$ cat src/rtl/midpoint_circle_rasterizer_core_assert.svh
// Assertion macros shared by the rasterizer RTL.
// Each macro takes a label, the clock, the reset, a condition and a consequence.
`ifndef MIDPOINT_CIRCLE_RASTERIZER_CORE_ASSERT_SVH
`define MIDPOINT_CIRCLE_RASTERIZER_CORE_ASSERT_SVH

`ifndef SYNTHESIS

// The consequence holds in the same cycle as the condition.
`define MCR_ASSERT_SAME(label, clk, rst, cond, cons) \
   label: assert property (@(posedge clk) disable iff (rst) (cond) |-> (cons)) \
      else $error("rasterizer assertion failed");

// The consequence holds in the cycle after the condition.
`define MCR_ASSERT_NEXT(label, clk, rst, cond, cons) \
   label: assert property (@(posedge clk) disable iff (rst) (cond) |=> (cons)) \
      else $error("rasterizer assertion failed");

`else

`define MCR_ASSERT_SAME(label, clk, rst, cond, cons)
`define MCR_ASSERT_NEXT(label, clk, rst, cond, cons)

`endif

`endif

$ cat src/rtl/mcr_pkg.sv
package mcr_pkg;

   // Item kinds on the request side.
   localparam logic KIND_START = 1'b0;
   localparam logic KIND_STEP  = 1'b1;

   // Eight symmetric points per step.
   localparam int OCT_BITS = 3;
   typedef logic [OCT_BITS-1:0] octant_type;
   localparam octant_type OCT_FIRST = 3'd0;
   localparam octant_type OCT_LAST  = 3'd7;

   // Decision term constants of the midpoint recurrence.
   localparam int DEC_INIT      = 1;
   localparam int DEC_KEEP_STEP = 3;
   localparam int DEC_DIAG_STEP = 5;

   // Jobs that may wait between the step unit and the pixel emitter.
   localparam int JOB_DEPTH = 2;

   // Status of the job queue as seen by its neighbors.
   typedef struct packed {
      logic full;
      logic empty;
   } queue_status_type;

endpackage

$ cat src/rtl/midpoint_circle_rasterizer_core.sv
// Midpoint circle generator. A start beat (kind 0) latches center and radius and arms a new
// circle, abandoning any circle still in progress; it yields no pixels. Each step beat
// (kind 1) on an armed circle yields eight pixels in fixed symmetric order, octant 0 to 7,
// the last one of the whole circle flagged; steps on an idle generator are taken and
// dropped. Pixels leave at one per cycle from a single emitter while the pixel side pops;
// up to two steps wait in the job queue while the emitter works, and a step's job passes
// through the job queue and the job register before its first pixel enters the output
// register. Coordinates are two's complement and wrap to COORD_BITS + 2 bits.
module midpoint_circle_rasterizer_core #(
   parameter int COORD_BITS = 10
) (
   input  logic                         clock,
   input  logic                         reset,
   input  logic                         req_push,
   output logic                         req_full,
   input  logic                         req_kind,
   input  logic [COORD_BITS-1:0]        req_center_x,
   input  logic [COORD_BITS-1:0]        req_center_y,
   input  logic [COORD_BITS-1:0]        req_radius,
   output logic                         rsp_empty,
   input  logic                         rsp_pop,
   output logic signed [COORD_BITS+1:0] rsp_pixel_x,
   output logic signed [COORD_BITS+1:0] rsp_pixel_y,
   output logic [2:0]                   rsp_octant,
   output logic                         rsp_last_of_circle
);
   import mcr_pkg::*;

   // last, center x, center y, x, y
   localparam int JOB_BITS = 1 + 2 * COORD_BITS + (COORD_BITS + 1) + (COORD_BITS + 2);

   queue_status_type    job_status;
   logic                job_push;
   logic                job_pop;
   logic [JOB_BITS-1:0] job_wr_data;
   logic [JOB_BITS-1:0] job_rd_data;
   octant_type          octant;

   // Step unit: holds the recurrence state and issues one job per step.
   mcr_front #(
      .COORD_BITS (COORD_BITS),
      .JOB_BITS   (JOB_BITS)
   ) u_front (
      .clock        (clock),
      .reset        (reset),
      .req_push     (req_push),
      .req_full     (req_full),
      .req_kind     (req_kind),
      .req_center_x (req_center_x),
      .req_center_y (req_center_y),
      .req_radius   (req_radius),
      .job_status   (job_status),
      .job_push     (job_push),
      .job_data     (job_wr_data)
   );

   // Job queue between the step unit and the emitter.
   mcr_job_fifo #(
      .WIDTH (JOB_BITS),
      .DEPTH (JOB_DEPTH)
   ) u_job_fifo (
      .clock   (clock),
      .reset   (reset),
      .wr_en   (job_push),
      .wr_data (job_wr_data),
      .rd_en   (job_pop),
      .rd_data (job_rd_data),
      .status  (job_status)
   );

   // Emitter: eight pixels per job through an output register.
   mcr_back #(
      .COORD_BITS (COORD_BITS),
      .JOB_BITS   (JOB_BITS)
   ) u_back (
      .clock              (clock),
      .reset              (reset),
      .job_status         (job_status),
      .job_data           (job_rd_data),
      .job_pop            (job_pop),
      .rsp_empty          (rsp_empty),
      .rsp_pop            (rsp_pop),
      .rsp_pixel_x        (rsp_pixel_x),
      .rsp_pixel_y        (rsp_pixel_y),
      .rsp_octant         (octant),
      .rsp_last_of_circle (rsp_last_of_circle)
   );

   assign rsp_octant = octant;

endmodule

$ cat src/rtl/mcr_job_fifo.sv
`include "midpoint_circle_rasterizer_core_assert.svh"

module mcr_job_fifo #(
   parameter int WIDTH = 45,
   parameter int DEPTH = 2
) (
   input  logic                      clock,
   input  logic                      reset,
   input  logic                      wr_en,
   input  logic [WIDTH-1:0]          wr_data,
   input  logic                      rd_en,
   output logic [WIDTH-1:0]          rd_data,
   output mcr_pkg::queue_status_type status
);
   import mcr_pkg::*;

   localparam int PTR_BITS = (DEPTH > 1) ? $clog2(DEPTH) : 1;
   localparam int CNT_BITS = $clog2(DEPTH + 1);

   logic [WIDTH-1:0]    entry_ff [DEPTH];
   logic [PTR_BITS-1:0] wr_ptr_ff, wr_ptr_in;
   logic [PTR_BITS-1:0] rd_ptr_ff, rd_ptr_in;
   logic [CNT_BITS-1:0] count_ff, count_in;
   logic                do_wr;
   logic                do_rd;

   // Guard both ends against misuse by the neighbors.
   assign do_wr = wr_en && !status.full;
   assign do_rd = rd_en && !status.empty;

   assign status.full  = (count_ff == CNT_BITS'(DEPTH));
   assign status.empty = (count_ff == '0);
   assign rd_data      = entry_ff[rd_ptr_ff];

   // Pointer and occupancy update.
   always_comb begin
      wr_ptr_in = wr_ptr_ff;
      rd_ptr_in = rd_ptr_ff;
      count_in  = count_ff;
      if (do_wr) begin
         wr_ptr_in = (wr_ptr_ff == PTR_BITS'(DEPTH - 1)) ? '0 : wr_ptr_ff + 1'b1;
      end
      if (do_rd) begin
         rd_ptr_in = (rd_ptr_ff == PTR_BITS'(DEPTH - 1)) ? '0 : rd_ptr_ff + 1'b1;
      end
      if (do_wr && !do_rd) begin
         count_in = count_ff + 1'b1;
      end else if (do_rd && !do_wr) begin
         count_in = count_ff - 1'b1;
      end
   end

   always_ff @(posedge clock) begin
      if (reset) begin
         wr_ptr_ff <= '0;
         rd_ptr_ff <= '0;
         count_ff  <= '0;
      end else begin
         wr_ptr_ff <= wr_ptr_in;
         rd_ptr_ff <= rd_ptr_in;
         count_ff  <= count_in;
      end
   end

   // Storage holds payload only.
   always_ff @(posedge clock) begin
      if (do_wr) begin
         entry_ff[wr_ptr_ff] <= wr_data;
      end
   end

   `MCR_ASSERT_SAME(a_count_bounded, clock, reset, 1'b1, count_ff <= CNT_BITS'(DEPTH))
   `MCR_ASSERT_NEXT(a_count_grows, clock, reset, do_wr && !do_rd, count_ff == $past(count_ff) + 1'b1)

endmodule

$ cat src/rtl/mcr_front.sv
`include "midpoint_circle_rasterizer_core_assert.svh"

module mcr_front #(
   parameter int COORD_BITS = 10,
   parameter int JOB_BITS   = 4 * COORD_BITS + 4
) (
   input  logic                      clock,
   input  logic                      reset,
   input  logic                      req_push,
   output logic                      req_full,
   input  logic                      req_kind,
   input  logic [COORD_BITS-1:0]     req_center_x,
   input  logic [COORD_BITS-1:0]     req_center_y,
   input  logic [COORD_BITS-1:0]     req_radius,
   input  mcr_pkg::queue_status_type job_status,
   output logic                      job_push,
   output logic [JOB_BITS-1:0]       job_data
);
   import mcr_pkg::*;

   localparam int XW = COORD_BITS + 1;
   localparam int YW = COORD_BITS + 2;
   localparam int DW = COORD_BITS + 4;
   localparam int CW = YW + 2;

   logic [XW-1:0]         step_x_ff, step_x_in;
   logic [YW-1:0]         step_y_ff, step_y_in;
   logic [DW-1:0]         decision_ff, decision_in;
   logic [COORD_BITS-1:0] center_x_ff, center_x_in;
   logic [COORD_BITS-1:0] center_y_ff, center_y_in;
   logic                  active_ff, active_in;

   logic                  accept;
   logic                  keep_y;
   logic [DW-1:0]         x_dw;
   logic [DW-1:0]         y_dw;
   logic [DW-1:0]         decision_next;
   logic signed [CW-1:0]  next_x_c;
   logic signed [CW-1:0]  next_y_c;
   logic                  last;

   // Starts only touch local state, but starts and steps alike wait while the job queue is full.
   assign req_full = job_status.full;
   assign accept   = req_push && !req_full;
   assign job_push = accept && (req_kind == KIND_STEP) && active_ff;

   // Midpoint recurrence for the current point.
   assign keep_y        = decision_ff[DW-1];
   assign x_dw          = DW'(step_x_ff);
   assign y_dw          = {{(DW - YW){step_y_ff[YW-1]}}, step_y_ff};
   assign decision_next = keep_y
                        ? decision_ff + (x_dw << 1) + DW'(DEC_KEEP_STEP)
                        : decision_ff + ((x_dw - y_dw) << 1) + DW'(DEC_DIAG_STEP);
   assign next_x_c      = CW'(step_x_ff) + CW'(1);
   assign next_y_c      = {{(CW - YW){step_y_ff[YW-1]}}, step_y_ff} - (keep_y ? CW'(0) : CW'(1));
   assign last          = next_x_c > next_y_c;

   // Job carries the point before the update.
   assign job_data = {last, center_x_ff, center_y_ff, step_x_ff, step_y_ff};

   // State update on start and on a step while a circle runs.
   always_comb begin
      step_x_in   = step_x_ff;
      step_y_in   = step_y_ff;
      decision_in = decision_ff;
      center_x_in = center_x_ff;
      center_y_in = center_y_ff;
      active_in   = active_ff;
      if (accept && (req_kind == KIND_START)) begin
         step_x_in   = '0;
         step_y_in   = YW'(req_radius);
         decision_in = DW'(DEC_INIT) - DW'(req_radius);
         center_x_in = req_center_x;
         center_y_in = req_center_y;
         active_in   = 1'b1;
      end else if (job_push) begin
         step_x_in   = next_x_c[XW-1:0];
         step_y_in   = next_y_c[YW-1:0];
         decision_in = decision_next;
         active_in   = !last;
      end
   end

   always_ff @(posedge clock) begin
      if (reset) begin
         step_x_ff   <= '0;
         step_y_ff   <= '0;
         decision_ff <= '0;
         center_x_ff <= '0;
         center_y_ff <= '0;
         active_ff   <= 1'b0;
      end else begin
         step_x_ff   <= step_x_in;
         step_y_ff   <= step_y_in;
         decision_ff <= decision_in;
         center_x_ff <= center_x_in;
         center_y_ff <= center_y_in;
         active_ff   <= active_in;
      end
   end

   `MCR_ASSERT_NEXT(a_last_goes_idle, clock, reset, job_push && last, !active_ff)

endmodule

$ cat src/rtl/mcr_back.sv
`include "midpoint_circle_rasterizer_core_assert.svh"

module mcr_back #(
   parameter int COORD_BITS = 10,
   parameter int JOB_BITS   = 4 * COORD_BITS + 4
) (
   input  logic                         clock,
   input  logic                         reset,
   input  mcr_pkg::queue_status_type    job_status,
   input  logic [JOB_BITS-1:0]          job_data,
   output logic                         job_pop,
   output logic                         rsp_empty,
   input  logic                         rsp_pop,
   output logic signed [COORD_BITS+1:0] rsp_pixel_x,
   output logic signed [COORD_BITS+1:0] rsp_pixel_y,
   output mcr_pkg::octant_type          rsp_octant,
   output logic                         rsp_last_of_circle
);
   import mcr_pkg::*;

   localparam int XW = COORD_BITS + 1;
   localparam int YW = COORD_BITS + 2;
   localparam int PW = COORD_BITS + 2;

   logic [JOB_BITS-1:0]   job_ff;
   logic                  busy_ff, busy_in;
   octant_type            oct_ff, oct_in;
   logic                  out_valid_ff, out_valid_in;
   logic [PW-1:0]         pixel_x_ff;
   logic [PW-1:0]         pixel_y_ff;
   octant_type            octant_ff;
   logic                  last_ff;

   logic                  job_last;
   logic [COORD_BITS-1:0] job_cx;
   logic [COORD_BITS-1:0] job_cy;
   logic [XW-1:0]         job_x;
   logic [YW-1:0]         job_y;
   logic                  advance;
   logic                  job_done;
   logic [PW-1:0]         offset_a;
   logic [PW-1:0]         offset_b;
   logic [PW-1:0]         cx_pw;
   logic [PW-1:0]         cy_pw;
   logic [PW-1:0]         pixel_x_in;
   logic [PW-1:0]         pixel_y_in;

   assign {job_last, job_cx, job_cy, job_x, job_y} = job_ff;

   // A beat moves into the output register when it is free or being drained.
   assign advance  = busy_ff && (!out_valid_ff || rsp_pop);
   assign job_done = advance && (oct_ff == OCT_LAST);
   assign job_pop  = !job_status.empty && (!busy_ff || job_done);

   // Octant order: bit 0 negates the x offset and bit 1 the y offset; the last four also swap the axes.
   assign cx_pw      = PW'(job_cx);
   assign cy_pw      = PW'(job_cy);
   assign offset_a   = oct_ff[2] ? job_y : PW'(job_x);
   assign offset_b   = oct_ff[2] ? PW'(job_x) : job_y;
   assign pixel_x_in = oct_ff[0] ? cx_pw - offset_a : cx_pw + offset_a;
   assign pixel_y_in = oct_ff[1] ? cy_pw - offset_b : cy_pw + offset_b;

   // Emitter control.
   always_comb begin
      busy_in      = busy_ff;
      oct_in       = oct_ff;
      out_valid_in = out_valid_ff;
      if (advance) begin
         out_valid_in = 1'b1;
      end else if (rsp_pop) begin
         out_valid_in = 1'b0;
      end
      if (job_pop) begin
         busy_in = 1'b1;
         oct_in  = OCT_FIRST;
      end else if (job_done) begin
         busy_in = 1'b0;
      end else if (advance) begin
         oct_in = oct_ff + 1'b1;
      end
   end

   always_ff @(posedge clock) begin
      if (reset) begin
         busy_ff      <= 1'b0;
         oct_ff       <= OCT_FIRST;
         out_valid_ff <= 1'b0;
      end else begin
         busy_ff      <= busy_in;
         oct_ff       <= oct_in;
         out_valid_ff <= out_valid_in;
      end
   end

   // Payload registers.
   always_ff @(posedge clock) begin
      if (job_pop) begin
         job_ff <= job_data;
      end
      if (advance) begin
         pixel_x_ff <= pixel_x_in;
         pixel_y_ff <= pixel_y_in;
         octant_ff  <= oct_ff;
         last_ff    <= job_last && (oct_ff == OCT_LAST);
      end
   end

   assign rsp_empty          = !out_valid_ff;
   assign rsp_pixel_x        = pixel_x_ff;
   assign rsp_pixel_y        = pixel_y_ff;
   assign rsp_octant         = octant_ff;
   assign rsp_last_of_circle = last_ff;

   `MCR_ASSERT_SAME(a_last_on_final_octant, clock, reset, out_valid_ff && last_ff, octant_ff == OCT_LAST)
   `MCR_ASSERT_NEXT(a_busy_mid_job, clock, reset, advance && (oct_ff != OCT_LAST), busy_ff)

endmodule

$ cat config.mk
export PLATFORM = sky130hd
export DESIGN_NAME = midpoint_circle_rasterizer_core
export DESIGN_NICKNAME = d
export VERILOG_FILES = /design/src/rtl/mcr_pkg.sv /design/src/rtl/midpoint_circle_rasterizer_core.sv /design/src/rtl/mcr_job_fifo.sv /design/src/rtl/mcr_front.sv /design/src/rtl/mcr_back.sv
export VERILOG_INCLUDE_DIRS = /design/src /design/src/rtl
export SDC_FILE = /design/constraint.sdc
export NUM_CORES = 1
export LEC_CHECK = 0
export BUFFER_PORTS_ARGS = -buffer_cell sky130_fd_sc_hd__buf_2
export CORE_ASPECT_RATIO = 0.75
export CORE_MARGIN = 3
export CORE_UTILIZATION = 60
export CTS_CLUSTER_DIAMETER = 40
export CTS_CLUSTER_SIZE = 12
export DETAILED_ROUTE_END_ITERATION = 7
export PLACE_DENSITY = 0.78
export SYNTH_ARGS = -nofsm -noshare
export SYNTH_HDL_FRONTEND = slang
export SYNTH_SLANG_ARGS = --single-unit
$ cat constraint.sdc
create_clock -name clock -period 5.3 [get_ports clock]
set_input_delay 1.06 -clock clock [delete_from_list [all_inputs] [get_ports clock]]
set_output_delay 1.06 -clock clock [all_outputs]
set_load 0.05 [all_outputs]
==> impl_metrics.py, run 1 <==
metrics = {
    "detailed_routing": {
        "vias": 9091,
        "ant_nets": 0,
        "first_pass_iters": 5,
        "viasPerCell": 5.989,
        "drc": 0,
        "routed_wirelength_mm": 28.56,
        "drt_iter0_markers": 773,
        "wl_per_cell_um": 18.82,
    },
    "clock_network": {
        "cts_tree": "built",
        "htreeDepth": 1,
        "cts_sinks": 227,
        "postCtsSetupRepairBufs": 0,
        "clkTransAtPathRegs_ns": 0.06,
        "clock_latency_ns": 0.52,
        "numCtsBuffers": 26,
        "postCtsHoldBufs": 0,
        "cts_resized": 0,
        "clockRootBuffer": "clkbuf_16",
        "cts_buffer_depth": 3,
    },
    "yosys": {
        "syn-instance-count": 1148,
        "synth_xor_area_frac": 0.06835,
        "synth_top_family_by_area": "compound AO/OA/AOI/OAI gates",
        "async_reset_ff_frac": 0,
        "yosysTopAreaCell": "edfxtp_1",
        "syn_nets": 1287,
        "synthDistinctLibCells": 64,
        "synth_area_um2": 12560,
        "seq_area_frac_synth": 0.4894,
        "synth-edff-count": 160,
        "synth_mux_area_frac": 0.06188,
        "synth.top_cell.area_share": 0.3826,
        "synthAdderAreaFrac": 0.1066,
        "ys_seq_elements": 227,
        "synth_ff_type": "edfxtp_1",
        "synth_compound_area_frac": 0.1281,
        "synth_area_leaders": "edfxtp_1, dfxtp_1, ha_1",
        "avgSynthCellArea_um2": 10.94,
        "synth-simple-area-share": 0.1177,
        "yosys_warnings": 0,
    },
    "floorplanning": {
        "start_util": 0.6161,
        "num_rows": 45,
        "top_level_ports": 65,
        "dieArea_um2": 22720,
        "dieWidth_um": 173.0,
        "fp.dieH_um": 131.3,
        "core-area_um2": 20380,
    },
    "power": {
        "cellPowerDensity_nw_per_um2": 571.4,
        "p_leak_uw": 0.005365,
        "ir_drop_mv": 0.3667,
    },
    "setup_path": {
        "worst_ep_arrival_time_ns": 4.60,
        "slowest_delay_ns": 0.45,
        "r2r_cells": 18,
        "critPathMostFrequentCell": "ha_1",
        "endpoint_kind": "flop",
        "worstPathMaxFanout": 8,
        "cp_cell_sequence": "inv_1, ha_1, inv_1, fa_1, a211oi_1, o21ai_0, and2_1, o21a_1, nor2_1, xnor2_1, ha_1, ha_1, nand2_1, o21ai_0, a311oi_1, a21oi_1, mux2i_1, a311oi_1",
        "critPathKind": "flop to flop",
        "cp-start-kind": "flop",
        "cp.required_ns": 5.72,
        "cpMaxStageDelayCell": "a311oi_1",
    },
    "sta": {
        "setup_violations": 0,
        "grt_setup_unrepaired": "no",
        "fin_skew_ns": 0.01211,
        "tightest_slew_ns": 0.8863,
        "setup-tns-final_ns": 0,
        "fmaxAchievable_mhz": 239.4,
        "fin_ws_ns": 1.123,
        "final-hold-violation-count": 0,
        "final.period_utilization": 0.7880,
        "max_slew_margin": 0.4077,
        "fin_crit_ns": 4.177,
        "drv_slew": 0,
    },
    "status": {
        "status": "finished, final reports clean",
    },
    "cells_and_area": {
        "drive_above_1_share": 0.1400,
        "final_core_util": 0.6865,
        "post_layout_nonfiller_instances": 1518,
        "layout_commonest_cell": "edfxtp_1",
        "fillCellCount": 1525,
        "final_nets": 1355,
        "synthToLayoutAreaGrowth_pct": 11.43,
        "n_antenna_cell": 0,
        "layout_common_cells": "edfxtp_1, ha_1, nand2_1",
    },
    "grt": {
        "track_usage": 0.2468,
        "grt_first_pass_wirelength_mm": 45.44,
        "grt_pass1_vias": 8553,
        "overflow": 0,
        "grt_max_degree": 49,
        "antenna_found_initial": 0,
    },
    "placed_design": {
        "numPortBuffers": 64,
        "dp_hpwl_mm": 20.24,
        "place_inst": 1470,
        "place_congestion": 0.9341,
        "pre_cts_slack_ns": 1.205,
    },
    "worst_hold_path": {
        "hp-class": "flop to flop",
        "whs_path_depth": 0,
    },
    "flow_run": {
        "maxCapViolCount": 0,
    },
}
where the power goes:
group | total, uW | leakage, uW | internal [uW] | switching [uW]
clock | 1640 | 0.000377 | 948 | 687
sequential | 2750 | 0.00202 | 2470 | 281
combinational | 3610 | 0.00297 | 1390 | 2210
total | 8000 | 0.00537 | 4810 | 3180
state kept, by name (all words and copies together) (netlist names), 10 cells and up:
register	count
u_job_fifo.entry_ff	88
u_back.job_ff	44
u_front.decision_ff	14
u_back.rsp_pixel_x	12
u_back.rsp_pixel_y	12
u_front.step_y_ff	12
u_front.step_x_ff	11
u_front.center_x_ff	10
u_front.center_y_ff	10
routing by layer:
metal  share of wire  GRT usage
met5               0          0
met4           0.033    0.07876
met3           0.077    0.04737
met2            0.43     0.3746
met1            0.46     0.3602
worst max-delay path, delay by kind of cell, from the launching register on:
| kind | cells | cell delay, ns |
|---|---|---|
| compound gates | 7 | 1.63 |
| fa+ha+maj | 4 | 1.24 |
| simple gates | 3 | 0.39 |
| flops | 1 | 0.38 |
| buf+inv | 2 | 0.17 |
| mux | 1 | 0.14 |
| xor+xnor | 1 | 0.13 |
synthesized netlist by cell type (6+ instances only):
| library cell | instances |
|---|---|
| a211oi_1 | 20 |
| a21o_1 | 13 |
| a21oi_1 | 75 |
| a31oi_1 | 6 |
| and2_1 | 9 |
| and3_1 | 14 |
| buf_2 | 7 |
| clkbuf_1 | 24 |
| dfxtp_1 | 67 |
| edfxtp_1 | 160 |
| ha_1 | 99 |
| inv_1 | 54 |
| mux2_2 | 45 |
| mux2i_1 | 27 |
| nand2_1 | 97 |
| nand2b_1 | 12 |
| nand3_1 | 20 |
| nand4_1 | 7 |
| nor2_1 | 72 |
| nor2b_1 | 11 |
| nor3_1 | 25 |
| nor3b_1 | 11 |
| nor4_1 | 8 |
| o21a_1 | 16 |
| o21ai_0 | 50 |
| o21bai_1 | 8 |
| o22ai_1 | 6 |
| o31ai_1 | 9 |
| or3_1 | 9 |
| xnor2_1 | 51 |
| xor2_1 | 47 |
path summary, 6_finish.rpt:
| kind | start | to | slack [ns] |
|---|---|---|---|
| max reg2reg | u_front.step_x_ff[0]$_SDFFE_PP0P_ | u_front.decision_ff[12]$_SDFFE_PP0P_ | 1.12 |
| min | u_front.center_x_ff[4]$_SDFFE_PP0P_ | u_job_fifo.entry_ff[1][37]$_DFFE_PP_ | 0.45 |
| min reg2reg | u_front.center_x_ff[4]$_SDFFE_PP0P_ | u_job_fifo.entry_ff[1][37]$_DFFE_PP_ | 0.45 |
| max | u_front.step_x_ff[0]$_SDFFE_PP0P_ | u_front.decision_ff[12]$_SDFFE_PP0P_ | 1.12 |
layout make-up:
class                   instances  area, um^2  share of cell area
flip-flops and latches        227        6148              0.4394
repair buffers                 76       410.4             0.02933
clock inverters                 9       65.06            0.004650
multi-input cells             830        6088              0.4351
clock buffers                  39       720.7             0.05151
inverters                      55       206.4             0.01475
well taps                     282       352.8             0.02522
kinds of logic (layout without fill, tap and decap cells):
logic type | Yosys count | count (layout)
and+or+nand+nor | 307 | 307
AOI/OAI and AO/OA | 249 | 249
DFF | 227 | 227
adders and majority gates | 104 | 104
muxes | 72 | 72
buffers and inverters | 91 | 179
xor gates and xnor gates | 98 | 98
through the flow:
| step | power (uW) | hold slack, ns | instance area, um^2 |
|---|---|---|---|
| 6_report | 7995 | 0.4502 | 13990 |
| 5_1_grt | 8483 | 0.4662 | 13990 |
| 4_1_cts | 7970 | 0.4540 | 13990 |
| 3_5_place_dp | 6297 | 0.4407 | 13210 |
| 3_3_place_gp | 6173 | 0.4325 | 13210 |
| 2_1_floorplan | 5477 | 0.4237 | 12560 |
Power figures use the tool's default switching activity.
==> run 2, diff against run 1 <==
- ABC_AREA: default -> 1
- clock period: 5.3 -> 4.05 ns (I/O delays scaled with it)
==> run 2 against run 1 <==
Effect of this change:
- die area grew 0.43%
- synthesized cell count is 23% higher
- register-to-register slack got worse by 0.73 ns
- fmax grew 14%
- critical endpoint is now u_front.decision_ff[13]$_SDFFE_PP0P_
- clock power rose by 43%
- via count increased by 9.9%
- critical path depth grew 5
- non-clock buffer count grew 9
- sequential power is 31% higher
- combinational power increased by 46%
- area after synthesis grew 0.45%
- clock-buffer cell count grew 3
==> impl_metrics.py, run 2 <==
metrics = {
    "yosys": {
        "yosys_warnings": 0,
        "syn_nets": 1554,
        "synth_ff_type": "edfxtp_1",
        "synthDistinctLibCells": 46,
        "yosysTopAreaCell": "edfxtp_1",
        "synth-edff-count": 160,
        "avgSynthCellArea_um2": 8.914,
        "synth_area_um2": 12610,
        "netlist_top_cells_count": "nand2_1, edfxtp_1, inv_1",
        "syn-instance-count": 1415,
        "synth.top_cell.area_share": 0.3809,
        "async_reset_ff_frac": 0,
        "seq_area_frac_synth": 0.4873,
        "synth.most_common_cell": "nand2_1",
        "ys_seq_elements": 227,
        "synth_area_leaders": "edfxtp_1, dfxtp_1, nand2_1",
    },
    "power": {
        "fin_total_pwr_uw": 11230,
        "ir_drop_mv": 0.4612,
        "p_leak_uw": 0.006432,
        "cellPowerDensity_nw_per_um2": 790.6,
    },
    "placed_design": {
        "numPortBuffers": 64,
        "place_inst": 1748,
        "dp_hpwl_mm": 21.77,
        "placed_area_um2": 13320,
        "place_congestion": 0.9793,
        "pre_cts_slack_ns": 0.4494,
    },
    "sta": {
        "drv_slew": 0,
        "tightest_slew_ns": 0.6460,
        "setup_violations": 0,
        "final.period_utilization": 0.9028,
        "setup-tns-final_ns": 0,
        "fin_crit_ns": 3.656,
        "max_slew_margin": 0.5683,
        "grt_setup_unrepaired": "no",
        "fin_ws_ns": 0.3937,
        "fmaxAchievable_mhz": 273.5,
        "fin_skew_ns": 0.01588,
        "final-hold-violation-count": 0,
    },
    "setup_path": {
        "startpoint": "u_front.step_x_ff[0]$_SDFFE_PP0P_",
        "endpoint_kind": "flop",
        "worstPathMaxFanout": 6,
        "cp.required_ns": 4.44,
        "cp-start-kind": "flop",
        "worst_ep_arrival_time_ns": 4.05,
        "reg2reg_from": "u_front.step_x_ff[0]$_SDFFE_PP0P_",
        "critPathKind": "flop to flop",
    },
    "clock_network": {
        "clock_latency_ns": 0.54,
        "postCtsSetupRepairBufs": 0,
        "cts_resized": 0,
        "numCtsBuffers": 28,
        "cts_buffer_depth": 3,
        "cts_sinks": 227,
        "clkTransAtPathRegs_ns": 0.06,
        "htreeDepth": 1,
        "postCtsHoldBufs": 0,
        "clockRootBuffer": "clkbuf_16",
        "cts_tree": "built",
    },
    "grt": {
        "overflow": 0,
        "grt_max_degree": 49,
        "grt_first_pass_wirelength_mm": 47.55,
        "grt_pass1_vias": 9034,
        "antenna_found_initial": 1,
        "track_usage": 0.2586,
    },
    "floorplanning": {
        "dieWidth_um": 173.4,
        "dieArea_um2": 22820,
        "fp.dieH_um": 131.6,
        "start_util": 0.6171,
        "num_rows": 45,
        "core-area_um2": 20440,
        "top_level_ports": 65,
    },
    "cells_and_area": {
        "drive_above_1_share": 0.1113,
        "stdcell_area_um2": 14200,
        "n_antenna_cell": 0,
        "regMostFlops": "u_job_fifo.entry_ff",
        "layout_commonest_cell": "nand2_1",
        "post_layout_nonfiller_instances": 1800,
        "final_nets": 1635,
        "synthToLayoutAreaGrowth_pct": 12.58,
        "largest_reg_flops": 88,
        "layout_common_cells": "nand2_1, edfxtp_1, inv_1",
        "top_regs": "u_job_fifo.entry_ff x88, u_back.job_ff x44, u_front.decision_ff x14",
    },
    "status": {
        "status": "finished, final reports clean",
    },
    "detailed_routing": {
        "drc": 0,
        "drt_iter0_markers": 1021,
        "viasPerCell": 5.549,
        "vias": 9988,
        "wl_per_cell_um": 16.35,
        "routed_wirelength_mm": 29.44,
        "ant_nets": 0,
        "first_pass_iters": 6,
    },
    "flow_run": {
        "maxCapViolCount": 0,
    },
    "worst_hold_path": {
        "min_from": "u_front.center_y_ff[3]$_SDFFE_PP0P_",
        "hp-class": "flop to flop",
    },
}
==> run 2: path summary, 6_finish.rpt <==
| check | slack (ns) | cells past startpoint | to |
|---|---|---|---|
| hold / removal | 0.45 | 0 | u_job_fifo.entry_ff[1][26]$_DFFE_PP_ |
| setup / recovery | 0.39 | 23 | u_front.decision_ff[13]$_SDFFE_PP0P_ |
| setup reg to reg | 0.39 | 23 | u_front.decision_ff[13]$_SDFFE_PP0P_ |
| hold reg to reg | 0.45 | 0 | u_job_fifo.entry_ff[1][26]$_DFFE_PP_ |
==> run 2: power breakdown <==
group	total (uW)	switching (uW)	internal, uW	leakage, uW
Sequential	3600	301	3300	0.00204
Clock	2350	985	1370	0.000422
Combinational	5270	3520	1760	0.00397
==> run 2: cell type report <==
type	instances	area (um^2)
clock inverter	10	100.1
fill	1605	6238
sequential	227	6146
clock buffer	42	784.5
timing repair buffer	85	503.0
multi-input combinational	994	5713
inverter	160	600.6
tap	282	352.8
==> run 2: stage by stage <==
step | hold WS (ns) | util
6_report | 0.4493 | 0.6948
5_1_grt | 0.4635 | 0.6948
4_1_cts | 0.4511 | 0.6948
3_5_place_dp | 0.4352 | 0.6515
3_3_place_gp | 0.4288 | 0.6515
2_1_floorplan | 0.4203 | -
==> run 2: cell families (layout without fill, tap and decap cells) <==
| group | after synthesis | count (layout) | share of synthesized area |
|---|---|---|---|
| buffers and inverters | 194 | 297 | 0.06210 |
| AO/OA/AOI/OAI | 250 | 250 | 0.1123 |
| XOR/XNOR | 68 | 68 | 0.04722 |
| flip-flops | 227 | 227 | 0.4873 |
| AND/OR/NAND/NOR | 572 | 572 | 0.1850 |
| adder cells (fa/ha/maj) | 104 | 104 | 0.1061 |
==> run 2: worst max-delay path, cell delays in order (launching register included) <==
cell and delay (ns):
dfxtp_1 0.37, inv_1 0.15, ha_1 0.20, inv_1 0.09
fa_1 0.40, nand3_1 0.08, nand2_1 0.13, a21oi_1 0.24
nor2_1 0.06, nor2_1 0.11, xor2_1 0.18, ha_1 0.26
ha_1 0.36, nand2_1 0.09, nor2_1 0.13, nand3_1 0.13
nand3_1 0.10, nand2_1 0.07, nand2_1 0.06, nand2_1 0.05
nand3_1 0.06, nand2_1 0.05, nand2_1 0.05, a21oi_1 0.07
==> run 2: layer usage <==
| layer | wire length (um) | GRT usage | up-vias | share of wire |
|---|---|---|---|---|
| li1 | - | - | 4923 | - |
| met1 | 14480 | 0.4195 | 4606 | 0.49 |
| met2 | 11560 | 0.3511 | 408 | 0.39 |
| met3 | 2829 | 0.05344 | 49 | 0.096 |
| met4 | 560 | 0.05986 | 2 | 0.019 |
| met5 | 13 | 0 | - | 0.00044 |
